### src/rtl/sfd_pkg.sv
package sfd_pkg;

   localparam int unsigned FRAME_BYTES = 16;
   localparam int unsigned QUEUE_DEPTH = 2;

   localparam logic [7:0]  SYNC_BYTE = 8'hA5;
   localparam logic [15:0] CRC_INIT  = 16'hFFFF;
   localparam logic [15:0] CRC_POLY  = 16'h1021;

   localparam logic [1:0] STATUS_GOOD = 2'd0;
   localparam logic [1:0] STATUS_CRC  = 2'd1;
   localparam logic [1:0] STATUS_OWN  = 2'd2;

   // One assembled frame, handed from the front end to the result stage.
   typedef struct packed {
      logic        crc_ok;
      logic [7:0]  frame_type;
      logic [15:0] source_tag;
      logic [15:0] dest_tag;
      logic [15:0] proto_version;
      logic [31:0] argument;
      logic [7:0]  frame_flags;
   } frame_rec_type;

   typedef struct packed {
      logic full;
      logic empty;
   } queue_status_type;

   // CRC-16/CCITT-FALSE update for one byte, MSB first.
   function automatic logic [15:0] crc_byte(input logic [15:0] crc, input logic [7:0] data);
      logic [15:0] c;
      c = crc ^ {data, 8'h00};
      for (int i = 0; i < 8; i++) begin
         if (c[15]) begin
            c = {c[14:0], 1'b0} ^ CRC_POLY;
         end else begin
            c = {c[14:0], 1'b0};
         end
      end
      return c;
   endfunction

endpackage

### src/rtl/sfd_front.sv
module sfd_front (
   input  logic                      clock,
   input  logic                      reset,
   input  logic                      req_valid,
   output logic                      req_stall,
   input  logic [7:0]                req_rx_byte,
   input  sfd_pkg::queue_status_type q_status,
   output logic                      push,
   output sfd_pkg::frame_rec_type    push_rec
);

   localparam logic [3:0] LAST_POS = 4'(sfd_pkg::FRAME_BYTES - 1);
   localparam logic [3:0] CRC_LO_POS = 4'(sfd_pkg::FRAME_BYTES - 2);

   logic [3:0]  byte_count_ff, byte_count_in;
   logic [15:0] crc_ff, crc_in;
   logic [7:0]  crc_lo_ff;
   logic [7:0]  type_ff, flags_ff;
   logic [15:0] src_ff, dst_ff, ver_ff;
   logic [31:0] arg_ff;
   logic        take;
   logic        in_frame;

   // Only the closing byte needs room in the queue.
   assign req_stall = q_status.full && (byte_count_ff == LAST_POS);
   assign take      = req_valid && !req_stall;
   assign in_frame  = (byte_count_ff != 4'd0) || (req_rx_byte == sfd_pkg::SYNC_BYTE);

   always_comb begin
      byte_count_in = byte_count_ff;
      crc_in        = crc_ff;
      push          = 1'b0;
      if (take && in_frame) begin
         byte_count_in = byte_count_ff + 4'd1;
         if (byte_count_ff == 4'd0) begin
            crc_in = sfd_pkg::crc_byte(sfd_pkg::CRC_INIT, req_rx_byte);
         end else if (byte_count_ff < CRC_LO_POS) begin
            crc_in = sfd_pkg::crc_byte(crc_ff, req_rx_byte);
         end
         if (byte_count_ff == LAST_POS) begin
            push = 1'b1;
         end
      end
   end

   always_comb begin
      push_rec.crc_ok        = ({req_rx_byte, crc_lo_ff} == crc_ff);
      push_rec.frame_type    = type_ff;
      push_rec.source_tag    = src_ff;
      push_rec.dest_tag      = dst_ff;
      push_rec.proto_version = ver_ff;
      push_rec.argument      = arg_ff;
      push_rec.frame_flags   = flags_ff;
   end

   always_ff @(posedge clock) begin
      if (reset) begin
         byte_count_ff <= 4'd0;
      end else begin
         byte_count_ff <= byte_count_in;
      end
   end

   always_ff @(posedge clock) begin
      crc_ff <= crc_in;
      if (take && in_frame) begin
         unique case (byte_count_ff)
            4'd1:    type_ff         <= req_rx_byte;
            4'd2:    src_ff[7:0]     <= req_rx_byte;
            4'd3:    src_ff[15:8]    <= req_rx_byte;
            4'd4:    dst_ff[7:0]     <= req_rx_byte;
            4'd5:    dst_ff[15:8]    <= req_rx_byte;
            4'd6:    ver_ff[7:0]     <= req_rx_byte;
            4'd7:    ver_ff[15:8]    <= req_rx_byte;
            4'd8:    arg_ff[7:0]     <= req_rx_byte;
            4'd9:    arg_ff[15:8]    <= req_rx_byte;
            4'd10:   arg_ff[23:16]   <= req_rx_byte;
            4'd11:   arg_ff[31:24]   <= req_rx_byte;
            4'd12:   flags_ff        <= req_rx_byte;
            4'd14:   crc_lo_ff       <= req_rx_byte;
            default: ;
         endcase
      end
   end

endmodule

### src/rtl/sfd_queue.sv
module sfd_queue (
   input  logic                      clock,
   input  logic                      reset,
   input  logic                      push,
   input  sfd_pkg::frame_rec_type    push_rec,
   input  logic                      pop,
   output sfd_pkg::frame_rec_type    head_rec,
   output sfd_pkg::queue_status_type q_status
);

   localparam int unsigned DEPTH = sfd_pkg::QUEUE_DEPTH;
   localparam int unsigned IDX_W = (DEPTH > 1) ? $clog2(DEPTH) : 1;
   localparam int unsigned CNT_W = $clog2(DEPTH + 1);

   sfd_pkg::frame_rec_type entry_ff [DEPTH];
   logic [IDX_W-1:0] wr_ptr_ff, wr_ptr_in;
   logic [IDX_W-1:0] rd_ptr_ff, rd_ptr_in;
   logic [CNT_W-1:0] count_ff, count_in;

   assign head_rec       = entry_ff[rd_ptr_ff];
   assign q_status.full  = (count_ff == CNT_W'(DEPTH));
   assign q_status.empty = (count_ff == '0);

   always_comb begin
      wr_ptr_in = wr_ptr_ff;
      rd_ptr_in = rd_ptr_ff;
      count_in  = count_ff;
      if (push) begin
         wr_ptr_in = (wr_ptr_ff == IDX_W'(DEPTH - 1)) ? '0 : wr_ptr_ff + IDX_W'(1);
      end
      if (pop) begin
         rd_ptr_in = (rd_ptr_ff == IDX_W'(DEPTH - 1)) ? '0 : rd_ptr_ff + IDX_W'(1);
      end
      if (push && !pop) begin
         count_in = count_ff + CNT_W'(1);
      end else if (pop && !push) begin
         count_in = count_ff - CNT_W'(1);
      end
   end

   always_ff @(posedge clock) begin
      if (reset) begin
         wr_ptr_ff <= '0;
         rd_ptr_ff <= '0;
         count_ff  <= '0;
      end else begin
         wr_ptr_ff <= wr_ptr_in;
         rd_ptr_ff <= rd_ptr_in;
         count_ff  <= count_in;
      end
   end

   always_ff @(posedge clock) begin
      if (push) begin
         entry_ff[wr_ptr_ff] <= push_rec;
      end
   end

`ifndef NO_ASSERTIONS
   a_no_overflow: assert property (@(posedge clock) disable iff (reset)
      q_status.full |-> !(push && !pop))
      else $error("frame queue written while full");

   a_no_underflow: assert property (@(posedge clock) disable iff (reset)
      pop |-> !q_status.empty)
      else $error("frame queue read while empty");

   a_count_bound: assert property (@(posedge clock) disable iff (reset)
      count_ff <= CNT_W'(DEPTH))
      else $error("frame queue occupancy out of range");

   a_count_step: assert property (@(posedge clock) disable iff (reset)
      (push && !pop) |=> (count_ff == $past(count_ff) + CNT_W'(1)))
      else $error("frame queue occupancy did not follow a write");
`endif

endmodule

### src/rtl/sfd_back.sv
module sfd_back (
   input  logic                      clock,
   input  logic                      reset,
   input  logic                      csr_wr_en,
   input  logic [15:0]               csr_wr_data,
   input  sfd_pkg::frame_rec_type    head_rec,
   input  sfd_pkg::queue_status_type q_status,
   output logic                      pop,
   output logic                      rsp_valid,
   input  logic                      rsp_stall,
   output logic [1:0]                rsp_frame_status,
   output logic [7:0]                rsp_frame_type,
   output logic [15:0]               rsp_source_tag,
   output logic [15:0]               rsp_dest_tag,
   output logic [15:0]               rsp_proto_version,
   output logic [31:0]               rsp_argument,
   output logic [7:0]                rsp_frame_flags,
   output logic [31:0]               rsp_crc_error_total,
   output logic [31:0]               rsp_good_frame_total
);

   logic [15:0] own_tag_val_ff;
   logic        rsp_valid_ff, rsp_valid_in;
   logic [31:0] crc_err_ff, crc_err_in;
   logic [31:0] good_ff, good_in;
   logic [1:0]  status_in;
   logic        is_own;

   assign pop    = !q_status.empty && (!rsp_valid_ff || !rsp_stall);
   assign is_own = (head_rec.source_tag == own_tag_val_ff);

   always_comb begin
      crc_err_in   = crc_err_ff;
      good_in      = good_ff;
      status_in    = sfd_pkg::STATUS_GOOD;
      rsp_valid_in = rsp_valid_ff && rsp_stall;
      if (pop) begin
         rsp_valid_in = 1'b1;
         priority if (!head_rec.crc_ok) begin
            status_in  = sfd_pkg::STATUS_CRC;
            crc_err_in = crc_err_ff + 32'd1;
         end else if (is_own) begin
            status_in = sfd_pkg::STATUS_OWN;
         end else begin
            status_in = sfd_pkg::STATUS_GOOD;
            good_in   = good_ff + 32'd1;
         end
      end
   end

   always_ff @(posedge clock) begin
      if (reset) begin
         own_tag_val_ff <= 16'd0;
         rsp_valid_ff   <= 1'b0;
         crc_err_ff     <= 32'd0;
         good_ff        <= 32'd0;
      end else begin
         if (csr_wr_en) begin
            own_tag_val_ff <= csr_wr_data;
         end
         rsp_valid_ff <= rsp_valid_in;
         crc_err_ff   <= crc_err_in;
         good_ff      <= good_in;
      end
   end

   always_ff @(posedge clock) begin
      if (pop) begin
         rsp_frame_status     <= status_in;
         rsp_crc_error_total  <= crc_err_in;
         rsp_good_frame_total <= good_in;
         if (head_rec.crc_ok) begin
            rsp_frame_type    <= head_rec.frame_type;
            rsp_source_tag    <= head_rec.source_tag;
            rsp_dest_tag      <= head_rec.dest_tag;
            rsp_proto_version <= head_rec.proto_version;
            rsp_argument      <= head_rec.argument;
            rsp_frame_flags   <= head_rec.frame_flags;
         end else begin
            rsp_frame_type    <= 8'd0;
            rsp_source_tag    <= 16'd0;
            rsp_dest_tag      <= 16'd0;
            rsp_proto_version <= 16'd0;
            rsp_argument      <= 32'd0;
            rsp_frame_flags   <= 8'd0;
         end
      end
   end

   assign rsp_valid = rsp_valid_ff;

`ifndef NO_ASSERTIONS
   a_hold_on_stall: assert property (@(posedge clock) disable iff (reset)
      (rsp_valid_ff && rsp_stall) |-> !pop)
      else $error("result register reloaded while its transaction was stalled");

   a_crc_count: assert property (@(posedge clock) disable iff (reset)
      (pop && !head_rec.crc_ok) |=> (crc_err_ff == $past(crc_err_ff) + 32'd1))
      else $error("CRC error count did not advance on a failed frame");

   a_good_stable: assert property (@(posedge clock) disable iff (reset)
      !pop |=> $stable(good_ff) && $stable(crc_err_ff))
      else $error("frame counters changed without a frame");
`endif

endmodule

### src/rtl/sync_frame_deframer_crc16.sv
// rsp_valid rises once the frame has left the frame queue and is loaded into the result register.
// Throughput: one received byte per cycle while req_stall is low; at most one result per 16-byte frame.
// The byte input stalls only on a closing byte while the two-entry frame queue is full.
// Reset (synchronous, active high) restarts the sync hunt, empties the frame queue,
// drops any pending result, clears both frame counters and sets the own tag to zero.
module sync_frame_deframer_crc16 (
   input  logic        clock,
   input  logic        reset,
   input  logic        csr_wr_en,
   input  logic [15:0] csr_wr_data,
   input  logic        req_valid,
   output logic        req_stall,
   input  logic [7:0]  req_rx_byte,
   output logic        rsp_valid,
   input  logic        rsp_stall,
   output logic [1:0]  rsp_frame_status,
   output logic [7:0]  rsp_frame_type,
   output logic [15:0] rsp_source_tag,
   output logic [15:0] rsp_dest_tag,
   output logic [15:0] rsp_proto_version,
   output logic [31:0] rsp_argument,
   output logic [7:0]  rsp_frame_flags,
   output logic [31:0] rsp_crc_error_total,
   output logic [31:0] rsp_good_frame_total
);

   // The front end hunts for the sync byte, runs the CRC one byte per cycle
   // unless stalled, and latches the header fields at their fixed byte positions.
   // When the sixteenth byte arrives, it compares the trailing little-endian CRC
   // and pushes the whole frame, tagged good or bad, into a short queue.
   sfd_pkg::frame_rec_type    push_rec;
   sfd_pkg::frame_rec_type    head_rec;
   sfd_pkg::queue_status_type q_status;
   logic                      push;
   logic                      pop;

   sfd_front u_front (
      .clock       (clock),
      .reset       (reset),
      .req_valid   (req_valid),
      .req_stall   (req_stall),
      .req_rx_byte (req_rx_byte),
      .q_status    (q_status),
      .push        (push),
      .push_rec    (push_rec)
   );

   // The queue decouples byte intake from the result channel, so a stalled
   // result transaction does not hold up the line for a whole frame.
   sfd_queue u_queue (
      .clock    (clock),
      .reset    (reset),
      .push     (push),
      .push_rec (push_rec),
      .pop      (pop),
      .head_rec (head_rec),
      .q_status (q_status)
   );

   // The back end classifies each frame against the own tag, updates the
   // wrapping counters and holds the result transaction in its output register.
   sfd_back u_back (
      .clock                (clock),
      .reset                (reset),
      .csr_wr_en            (csr_wr_en),
      .csr_wr_data          (csr_wr_data),
      .head_rec             (head_rec),
      .q_status             (q_status),
      .pop                  (pop),
      .rsp_valid            (rsp_valid),
      .rsp_stall            (rsp_stall),
      .rsp_frame_status     (rsp_frame_status),
      .rsp_frame_type       (rsp_frame_type),
      .rsp_source_tag       (rsp_source_tag),
      .rsp_dest_tag         (rsp_dest_tag),
      .rsp_proto_version    (rsp_proto_version),
      .rsp_argument         (rsp_argument),
      .rsp_frame_flags      (rsp_frame_flags),
      .rsp_crc_error_total  (rsp_crc_error_total),
      .rsp_good_frame_total (rsp_good_frame_total)
   );

endmodule

### config.mk
export PLATFORM = sky130hd
export DESIGN_NAME = sync_frame_deframer_crc16
export DESIGN_NICKNAME = d
export VERILOG_FILES = /design/src/rtl/sfd_pkg.sv /design/src/rtl/sfd_front.sv /design/src/rtl/sfd_queue.sv /design/src/rtl/sfd_back.sv /design/src/rtl/sync_frame_deframer_crc16.sv
export SDC_FILE = /design/constraint.sdc
export NUM_CORES = 1
export LEC_CHECK = 0
export BUFFER_PORTS_ARGS = -buffer_cell sky130_fd_sc_hd__buf_4
export CAP_MARGIN = 20
export CORE_MARGIN = 3
export CORE_UTILIZATION = 60
export DETAILED_ROUTE_END_ITERATION = 8
export HOLD_SLACK_MARGIN = 0.15
export PLACE_DENSITY = 0.8
export RECOVER_POWER = 50
export SKIP_CTS_REPAIR_TIMING = 1
export SYNTH_ARGS = -nofsm -noshare
export SYNTH_HDL_FRONTEND = slang
export SYNTH_HIERARCHICAL = 1
export SYNTH_SLANG_ARGS = --single-unit
### constraint.sdc
create_clock -name clock -period 15.3 [get_ports clock]
set_input_delay 1.53 -clock clock [delete_from_list [all_inputs] [get_ports clock]]
set_output_delay 1.53 -clock clock [all_outputs]
set_load 0.05 [all_outputs]
## Word level (Yosys, flattened, before mapping)

Memories as Yosys holds them, arrays and structs flattened. A register that Yosys moved wholly into a read port is not among the register bits.
Index checks and enable logic that the tools add are counted.

- Bits in registers: 371
- Bits in writable memories: 194
- Bits of input ports: 29
- Output and inout port bits: 164
- Memories kept: 1

- Mux-type cells: 70
- Equal/unequal tests: 18
- $lt $le $gt $ge: 1
- Reductions and logical operators: 34
- Bitwise operators: 18
- Add/sub/neg operators: 7

Memory list:

| name | depth | width | rd ports | clocked after memory_dff | write ports | line | source |
|---|---|---|---|---|---|---|---|
| u_queue.entry_ff | 2 | 97 | 1 | 1 | 1 | sfd_queue.sv:15 | `sfd_pkg::frame_rec_type entry_ff [DEPTH];` |

Operator list:

| kind | count |
|---|---|
| 2-to-1 mux 16 bit | 37 |
| 2-to-1 mux 13 bit | 16 |
| 2-to-1 mux 32 bit | 5 |
| adder 32 x 1 -> 32 bit (second input constant) | 2 |
| NOT 3 bit | 16 |
| equality test 16 bit | 2 |
| equality test 4 bit (second input constant) | 7 |
| AND reduction 2 bit | 14 |
| equality test 4 x 3 -> 1 bit (second input constant) | 4 |
| NOT 16 bit | 1 |
| bitwise XOR 16 bit | 1 |
| 2-to-1 mux 1 bit | 9 |
| equality test 4 x 2 -> 1 bit (second input constant) | 2 |
| equality test 8 bit (second input constant) | 1 |
| logical AND 1 bit | 7 |
| zero test 1 bit | 6 |
| 2-to-1 mux 2 bit | 3 |
| adder 4 x 1 -> 4 bit (second input constant) | 1 |
| equality test 4 x 1 -> 1 bit (second input constant) | 1 |
| zero test 4 bit | 1 |
| < comparator 4 bit (second input constant) | 1 |
| nonzero test 2 bit | 2 |
| nonzero test 4 bit | 1 |
| adder 1 bit (second input constant) | 2 |
| 5 further kinds | 6 |

## Logic depth before layout (Yosys ltp)

Gate-level depths: netlist of the first run.

- Depth in word-level cells: 40
- Depth in mapped cells: 11
- Depth with buffers taken out: 10

## Hierarchy

The synthesis of the first run kept the hierarchy.

By module, submodules not included:

| module | cells each | times used | sequential area each (um2) | area each (um2) |
|---|---|---|---|---|
| sfd_back | 766 | 1 | 6,486.2 | 9,766.9 |
| sfd_queue | 324 | 1 | 5,925.7 | 7,322.0 |
| sfd_front | 258 | 1 | 3,683.5 | 4,689.5 |

## Worst setup path after synthesis of the first run

No wires, ideal clock.

- Kind: input to register
- From: input rsp_stall
- To: register u_back.good_ff[23]
- Arrival: 7.709 ns
- Stages on the path: 7
- Data required time: 15.229 ns
- Library setup time: 0.071 ns
- Slack: 7.521 ns
- Cells stage by stage: a21o_1 -> inv_1 -> clkbuf_1 -> and3_1 -> nand3_1 -> or4_1 -> a21oi_1

- Longest elaborated chain between the ends: 4

Ends and longest elaborated chain:

| element | line | source |
|---|---|---|
| from (decl) | sync_frame_deframer_crc16.sv:15 | `input logic rsp_stall,` |
| zero test 1 bit | sfd_back.sv:29 | `assign pop = !q_status.empty && (!rsp_valid_ff \|\| !rsp_stall);` |
| logical OR 1 bit | sfd_back.sv:29 |  |
| logical AND 1 bit | sfd_back.sv:29 |  |
| via pop | sync_frame_deframer_crc16.sv:35 | `logic pop;` |
| 2-to-1 mux 32 bit | sfd_back.sv:37 | `if (pop) begin` |
| to (signal assigned) | sfd_back.sv:63 | `good_ff <= good_in;` |
| to (decl) | sfd_back.sv:25 | `logic [31:0] good_ff, good_in;` |

The timed path passes the listed nets, and every way through them passes these cells.
A chain may end at the register's enable or synchronous reset.

==> results.txt, run 1 <==
The flow ran to the end, but the final reports show violations. The final reports fail on capacitance limit, slew limit. The clock tree buffer depth came out at 3. Summed over its instances, the top area cell type makes up 65.63% of the synthesized netlist area. Before antenna repair, the detailed router went through 6 iterations. The number of nets in the synthesized netlist was 1384; the count of nets after finishing was 1582. The multi-input logic area was 5335 µm². The height of the chip is 196.5 µm, and the largest clock skew in the final design is 0.02971 ns. The post-route netlist has 19.61% of its cells at a drive strength greater than 1. Setup repair after global routing left no endpoint under its margin. The number of antenna diodes in the final layout is 0. In this run the horizontal extent of the chip is 196.5 µm.

The floorplan die area was 38620 µm². The worst setup path is of the flop to flop kind. Sequential elements use 73.91% of the synthesized area. The floorplan core area is 35660 µm², and the sum of negative setup slack is 0 ns. The row count is 69, and the average cell area after synthesis is 16.16 µm². Input and output buffers added on the ports amount to 192.

Synthesis inferred 566 register bits. The number of antenna violations at the first check in global routing was 0. By instance count, the leading cell after synthesis is edfxtp_1. Relative to the synthesized area, the layout overhead comes to 14.74%.

The clock period could shrink to 6.770 ns. The routed design has 42790 µm of wire. The number of buffers inserted during clock tree synthesis came out at 53. 193 I/O pins were placed. After filler insertion, the fill cell instance count of the layout stands at 2306. The clock transition at the registers of the reported paths is 0.07 ns.

The tools report the starting DRC count in detailed routing as 1108. The tool flagged a number of max-cap violations equal to 4. For this run, the slowest stage of the critical path takes 2.71 ns. The area of the mapped netlist came out at 21780 µm².

The tree is rooted in a clkbuf_16. The slowest stage of the critical path belongs to the cell clkbuf_1. The routed wirelength normalized by instance count was 20.85 µm. In this run the worst path has a maximum fanout of 100. The H-tree was split into 2 levels. Summed over all layers, the global routing overflow is 0. Summed over all instances, the cell type with the most area after synthesis is edfxtp_1.

The number of synthesized flops with an enable pin is 476, and the path depth of the worst reg2reg path is 5. Yosys mapped the design onto 51 distinct sky130hd cell types. The run gives 6 as the yosys synthesis warning count. The worst register-to-register path ends at u_back/good_ff[8]$_SDFF_PP0_. Once detail routing completed, the nets flagged for antenna violations numbered 0. Setup violations remaining at the end of the flow were counted as 0. The commonest cells after synthesis are 476 x edfxtp_1, 101 x and2_1, 90 x dfxtp_1. The run gives 105 as the pin count of the biggest net entering global routing. Data arrives at the worst endpoint at 7.23 ns.

The tools report the final count of pins violating max slew as 297. In this run the tightest slew margin relative to its limit is -155.8%. The number of buffers and inverters on the critical path was 1. The worst IR drop on VDD is 0.0001551 V. Traced cell by cell, the critical path runs through mux2_1 > clkbuf_1 > nand4_1 > or4_1 > a21oi_1. The worst hold path passes through 0 cells.

For the total global-route track usage, the log shows 21.65%. The first global-routing pass estimated 64720 µm of wire. The kind of path behind the tightest hold check is flop to flop.

The post-synthesis async set-or-reset flop share is 0%, and the post-route clock period utilization is 44.25%. Synthesis handed over a netlist of 1348 instances. The tools report the kind of end point of the critical path as a flop.

The worst register-to-register path has a setup slack of 8.53 ns. The gate family responsible for the most delay along the worst path was buffers and inverters. Counting every sink on the clock net gives 566. Routability-driven placement finished with a final weighted congestion of 0.8346. The run gives 11.51k as the via count of the first global-routing pass. TritonCTS built the clock tree. For this run, the leading register cell type out of synthesis is edfxtp_1. Dividing the detail-routed via count by the number of cells gives 5.644. For the pin with the worst max-slew slack, the measured transition is 3.836 ns. The startpoint of the tightest hold check path was u_front/arg_ff[20]$_DFFE_PP_. The tools report the type of origin of the critical path as a flop. Leaving out filler cells and counting taps, the final layout contains 2052. The worst hold path terminates at u_queue/entry_ff[0][28]$_DFFE_PP_. The number of placed instances, taps included, is 1951.

The analysis attributes to cell leakage a power of 8.695 nW. Static timing analysis puts the maximum clock frequency at 0.1477 GHz. The logs give 61.08% for the initial standard-cell utilization of the core and 0.60 ns for the clock insertion delay at the later pin of the skew report. The detailed placement HPWL is 26170 µm, and the power density of the placed cells is 179.4 nW/µm². Number of hold violations in the final report: 0.

In the final layout, flip-flops and latches occupy 16100 µm². In the routed design, unresolved DRC markers number 0. For the worst setup path, the data required time is 15.76 ns. Yosys attributes the largest share of cell area to edfxtp_1 66%, dfxtp_1 8.3%, mux2_2 4.2%. For the total vias in the final route, the log shows 11.58k.
-- area by class of cell --
cell class	count	area share (%)
sequential	566	64.41
multi-input combinational	711	21.35
clock buffer	71	5.939
timing repair buffer	201	4.567
tap	461	2.308
clock inverter	29	1.222
inverter	13	0.2003
-- through the flow --
stage                     hold slack, ns  setup WS [ns]  util, %  power (W)  area (µm²)
final                             0.4266          8.530    70.08   0.004483       24990
after global routing              0.4408          7.777    70.08   0.004638       24990
after CTS                         0.4132          10.59    71.24   0.004585       25400
after detailed placement          0.4299          10.06    66.22   0.003276       23610
after global placement            0.4216          10.20    66.22   0.003256       23610
after floorplan                   0.4215          7.521        -   0.002963       21780
-- routing by layer --
| layer | vias to the layer above | global-route usage [%] | wire, µm |
|---|---|---|---|
| met3 | 91 | 3.316 | 2189 |
| met2 | 403 | 36.16 | 21320 |
| li1 | 5369 | - | - |
| met5 | - | 0 | 0 |
| met4 | 0 | 7.447 | 1294 |
| met1 | 5718 | 29.63 | 17980 |
-- layout by cell type (no fill, tap or decap), types with 2 or more instances in the layout --
| master | netlist | routed |
|---|---|---|
| a21oi_1 | 25 | 25 |
| and2_0 | 0 | 76 |
| and2_1 | 101 | 24 |
| and3_1 | 22 | 22 |
| and4_1 | 7 | 7 |
| buf_4 | 1 | 103 |
| bufinv_16 | 0 | 3 |
| clkbuf_1 | 35 | 107 |
| clkbuf_16 | 0 | 53 |
| clkbuf_8 | 0 | 9 |
| clkinv_2 | 0 | 11 |
| clkinv_4 | 0 | 3 |
| clkinvlp_4 | 0 | 7 |
| dfxtp_1 | 90 | 90 |
| edfxtp_1 | 476 | 476 |
| ha_1 | 7 | 7 |
| inv_1 | 13 | 12 |
| mux2_1 | 0 | 2 |
| mux2_2 | 81 | 79 |
| mux2_4 | 30 | 30 |
| mux2i_1 | 17 | 17 |
| nand2_1 | 51 | 51 |
| nand2b_1 | 3 | 3 |
| nand3_1 | 27 | 27 |
| nand4_1 | 24 | 24 |
| nor2_1 | 46 | 46 |
| nor2b_1 | 47 | 46 |
| nor3_1 | 19 | 19 |
| nor3b_1 | 2 | 2 |
| nor4_1 | 15 | 15 |
| o21ai_0 | 9 | 9 |
| o31ai_1 | 15 | 15 |
| o41ai_1 | 2 | 2 |
| or2_2 | 2 | 2 |
| or3_1 | 8 | 8 |
| or4_1 | 19 | 19 |
| xnor2_1 | 60 | 62 |
| xnor3_1 | 2 | 2 |
| xor2_1 | 52 | 52 |
-- worst max path at each step --
stage,slack [ns],start,endpoint,depth (start not counted)
final,8.53,flop,u_back/good_ff[8]$_SDFF_PP0_,5
after global routing,7.78,flop,u_back/good_ff[11]$_SDFF_PP0_,5
after CTS,10.59,req_rx_byte[3],u_queue/entry_ff[0][20]$_DFFE_PP_,7
after detailed placement,10.06,req_rx_byte[3],u_queue/entry_ff[0][9]$_DFFE_PP_,7
after global placement,10.20,req_rx_byte[3],u_queue/entry_ff[0][9]$_DFFE_PP_,7
after floorplan,7.52,rsp_stall,u_back/good_ff[23]$_SDFF_PP0_,7
-- cells by family after synthesis --
kind of cell	synth area share (%)
DFF	73.91
adders and majority gates	0.4021
and+or+nand+nor	10.50
AOI/OAI and AO/OA	1.770
muxes	7.038
xor gates and xnor gates	4.860
buffers and inverters	1.528
-- report_power, final --
| part | total [W] | internal [W] | switching (W) |
|---|---|---|---|
| Clock | 0.00131 | 0.000743 | 0.000565 |
| Combinational | 0.00116 | 0.000285 | 0.000871 |
| Sequential | 0.00202 | 0.00194 | 0.0000839 |
-- flip-flops by register name, summed over array words and instances, names as in the netlist, 8 cells and up, named ones only --
signal,cells
u_queue/entry_ff,194
u_front/type_ff,8
u_back/rsp_frame_type,8
u_back/rsp_good_frame_total,32
u_back/rsp_argument,32
u_back/own_tag_val_ff,16
u_front/src_ff,16
u_front/flags_ff,8
u_front/arg_ff,32
u_back/crc_err_ff,32
u_front/crc_lo_ff,8
u_front/ver_ff,16
u_back/rsp_proto_version,16
u_back/rsp_source_tag,16
u_back/rsp_crc_error_total,32
u_back/good_ff,32
u_front/crc_ff,16
u_front/dst_ff,16
u_back/rsp_frame_flags,8
u_back/rsp_dest_tag,16
Power figures use the tool's default switching activity.
==> inputs of run 2 (changes only) <==
--- a/config.mk
+++ b/config.mk
@@ -8,10 +8,10 @@
 export BUFFER_PORTS_ARGS = -buffer_cell sky130_fd_sc_hd__buf_4
 export CAP_MARGIN = 20
 export CORE_MARGIN = 3
-export CORE_UTILIZATION = 60
+export CORE_UTILIZATION = 53
 export DETAILED_ROUTE_END_ITERATION = 8
 export HOLD_SLACK_MARGIN = 0.15
-export PLACE_DENSITY = 0.8
+export PLACE_DENSITY = 0.75
 export RECOVER_POWER = 50
 export SKIP_CTS_REPAIR_TIMING = 1
 export SYNTH_ARGS = -nofsm -noshare
==> constraint.sdc (replaced) <==
create_clock -name clock -period 5.9 [get_ports clock]
set_input_delay 0.59 -clock clock [delete_from_list [all_inputs] [get_ports clock]]
set_output_delay 0.59 -clock clock [all_outputs]
set_load 0.05 [all_outputs]
==> run 2 against run 1 <==
The run still ends with capacitance limit, slew limit left; clock skew fell by 0.019 ns; wire length fell by 1.5%; hold slack got worse by 0.18 ns; non-clock buffer count did not move; cell count rose by 3.0%; combinational power rose by 150%; sequential share of layout area rose by 0.92 points; first-iteration DRC count fell by 11%; clock power rose by 140%; fmax rose by 54%; global-route usage fell by 2.7 points; critical endpoint is now u_back/crc_err_ff[26]$_SDFF_PP0_; largest cell class unchanged.
==> results.txt, run 2 (synthesis results as in run 1) <==
For the H-tree level count, the log shows 2 (unchanged). The logs give 0 (unchanged) for the total overflow reported by the global router and 193 (unchanged) for the boundary pin count. Gate family responsible for the most delay along the worst path: flip-flops (was buffers and inverters). The detailed placement HPWL was 26340 µm (was 26170 µm). The kind of path behind the tightest hold check was input pin to flop (was flop to flop). The worst-case setup margin in the final layout was 1.504 ns (was 8.530 ns); the row count was 73 (was 69). The run gives 0.0003601 V (was 0.0001551 V) as the worst IR drop on VDD. The number of sinks driven by the clock tree came out at 566 (unchanged). The floorplan core area was 40190 µm² (was 35660 µm²). The routed wirelength normalized by instance count was 19.95 µm (was 20.85 µm).

The placer's final routability congestion estimate is 0.8832 (was 0.8346). The clock transition at the registers of the reported paths is 0.06 ns (was 0.07 ns), and the post-route clock period utilization is 74.52% (was 44.25%). The flip-flop count of the largest register after layout was 194 (unchanged); the total vias in the final route was 11.40k (was 11.58k).

The run gives 65130 µm (was 64720 µm) as the wire length of the first global-routing pass. The count of nets after finishing was 1583 (was 1582); the met3 usage was 3.738% (was 3.316%). Maximum fanout count along the critical path: 43 (was 100). Root cell of the clock tree: clkbuf_16 (unchanged).

For the overall routed net length, the log shows 42140 µm (was 42790 µm). The register bank with the most flops is u_queue/entry_ff (unchanged). The met1 track demand over resource was 26.65% (was 29.63%). The number of hold violations in the final report came out at 0 (unchanged). The most common cell after layout, fill and taps aside was edfxtp_1 (unchanged). The post-place setup slack came out at 1.956 ns (was 10.06 ns). The run gives 18.99% (was 21.65%) as the total global-route track usage. Cell with the largest stage delay on the worst path: dfxtp_1 (was clkbuf_1). The via count of the first global-routing pass came out at 11.46k (was 11.51k). Violations in the final reports: capacitance limit, slew limit (unchanged). Setup repair after global routing left no endpoint under its margin.

The length of the first detailed-routing pass in iterations is 7 (was 6), and the share of cells above drive strength 1 is 13.54% (was 19.61%). For the number of buffers inserted during clock tree synthesis, the log shows 54 (was 53). The run gives 30.00% (was 36.16%) as the met2 track demand over resource. The type of origin of the critical path is a flop (unchanged). The logs give 988 (was 1108) for the starting DRC count in detailed routing and 0 (unchanged) for the DRC violation count after routing. The slew of the pin with the lowest slew margin was 2.903 ns (was 3.836 ns); the height of the chip was 208.7 µm (was 196.5 µm). The power density of the placed cells came out at 455.6 nW/µm² (was 179.4 nW/µm²). The flow ran to the end, but the final reports show violations. The floorplan die area is 43560 µm² (was 38620 µm²). The max-capacitance violation count came out at 3 (was 4). The pin count of the biggest net entering global routing is 114 (was 105), and the required time of the critical path is 6.29 ns (was 15.76 ns). Diode insertion count for antenna repair: 0 (unchanged). The run gives 2 (was 0) as the number of antenna violations at the first check in global routing. Highest-count cells in the layout ignoring fill and taps: 476 x edfxtp_1, 193 x clkbuf_1, 90 x dfxtp_1 (was 476 x edfxtp_1, 107 x clkbuf_1, 103 x buf_4).

The width of the die came out at 208.7 µm (was 196.5 µm). The logs give 2016 (was 1951) for the number of placed instances with taps included and 0 ns (unchanged) for the sum of negative setup slack. Clock tree buffer depth: 3 (unchanged). The logs give -93.54% (was -155.8%) for the headroom to the max-slew limit and 0 (unchanged) for the count of endpoints failing setup in the final report.

The count of non-filler cells in the finished layout is 2113 (was 2052). The run gives 0.58 ns (was 0.60 ns) as the clock insertion delay at the later pin of the skew report. The run gives 8.393 nW (was 8.695 nW) as the leakage power. The most congested layer reported by global routing was met2 (unchanged).

TritonCTS built the clock tree. The delay of the slowest cell on the worst path came out at 1.78 ns (was 2.71 ns). The initial standard-cell utilization of the core was 54.19% (was 61.08%). Type of the worst setup path: flop to flop (unchanged). The tools report the worst hold-check slack as 0.2493 ns (was 0.4266 ns). Crit path cell chain: mux2_1 > a211oi_1 > nand3_1 > nor4_1 > xor2_1 > nor2b_1 (was mux2_1 > clkbuf_1 > nand4_1 > or4_1 > a21oi_1).

The area growth from synthesis to layout is 13.12% (was 14.74%), and the clock period minus worst slack is 4.396 ns (was 6.770 ns). The count of buffers inserted at the top-level ports is 192 (unchanged), and the endpoint arrival time on the critical path is 4.79 ns (was 7.23 ns). The kind of end point of the critical path is a flop (unchanged). The number of buffers and inverters on the critical path came out at 0 (was 1). The via density per instance came out at 5.395 (was 5.644). Largest clock skew in the final design: 0.01082 ns (was 0.02971 ns). The logs give 151 (was 297) for the final count of pins violating max slew and 0 (unchanged) for the count of antenna-violating nets left after detailed routing. The maximum frequency from static timing analysis was 0.2275 GHz (was 0.1477 GHz).
run 2: cell count changes in the layout (fill, tap and decap cells not counted), moves of 7 or more:
cell | previous run | this run
clkbuf_8 | 9 | 2
and2_1 | 24 | 88
buf_4 | 103 | 26
clkinvlp_4 | 7 | 0
and2_0 | 76 | 12
clkinv_1 | 1 | 10
clkbuf_1 | 107 | 193
run 2: worst register-to-register path: cells and delay by family (launching register included):
family           cells  cell delay, ns
AO/OA/AOI/OAI        1            0.58
multiplexers         1            0.53
flip-flops           1            1.78
AND/OR/NAND/NOR      3            1.16
XOR/XNOR             1            0.16
run 2: path summary, 6_finish.rpt:
path | to | startpoint | slack [ns] | cells past startpoint
setup / recovery | u_back/crc_err_ff[26]$_SDFF_PP0_ | flop | 1.50 | 6
hold / removal | u_back/own_tag_val_ff[3]$_SDFFE_PP0P_ | csr_wr_data[3] | 0.25 | 3
setup reg to reg | u_back/crc_err_ff[26]$_SDFF_PP0_ | flop | 1.50 | 6
hold reg to reg | u_queue/entry_ff[0][9]$_DFFE_PP_ | u_front/arg_ff[1]$_DFFE_PP_ | 0.44 | 0
run 2: final cells by class:
| class | instances | area, µm² |
|---|---|---|
| Sequential cell | 566 | 16100 |
| Timing Repair Buffer | 201 | 868.3 |
| Tap cell | 525 | 656.9 |
| Inverter | 13 | 53.80 |
| Clock inverter | 21 | 146.4 |
| Fill cell | 3009 | 15550 |
| Multi-Input combinational cell | 711 | 5340 |
| Clock buffer | 76 | 1475 |
run 2: where the power goes:
part           leakage, nW  switching [W]  total (W)  internal, W
registers             5.09       0.000212    0.00520      0.00499
clock network        0.794        0.00136    0.00318      0.00182
logic                 2.51        0.00226    0.00285     0.000588
total                 8.39        0.00383     0.0112      0.00739
run 2: per-stage QoR:
step                      util (%)  power [W]  instance area (µm²)
final                        61.30    0.01123                24640
after global routing         61.30    0.01165                24640
after CTS                    63.03    0.01170                25330
after detailed placement     59.00   0.008509                23710
after global placement       59.00   0.008469                23710
after floorplan                  -   0.007604                21780
run 2: metal layers:
layer	wire length, µm	vias to the layer above
met3	2176	84
met5	0	-
met1	18540	5616
li1	-	5377
met2	19990	323
met4	1446	0
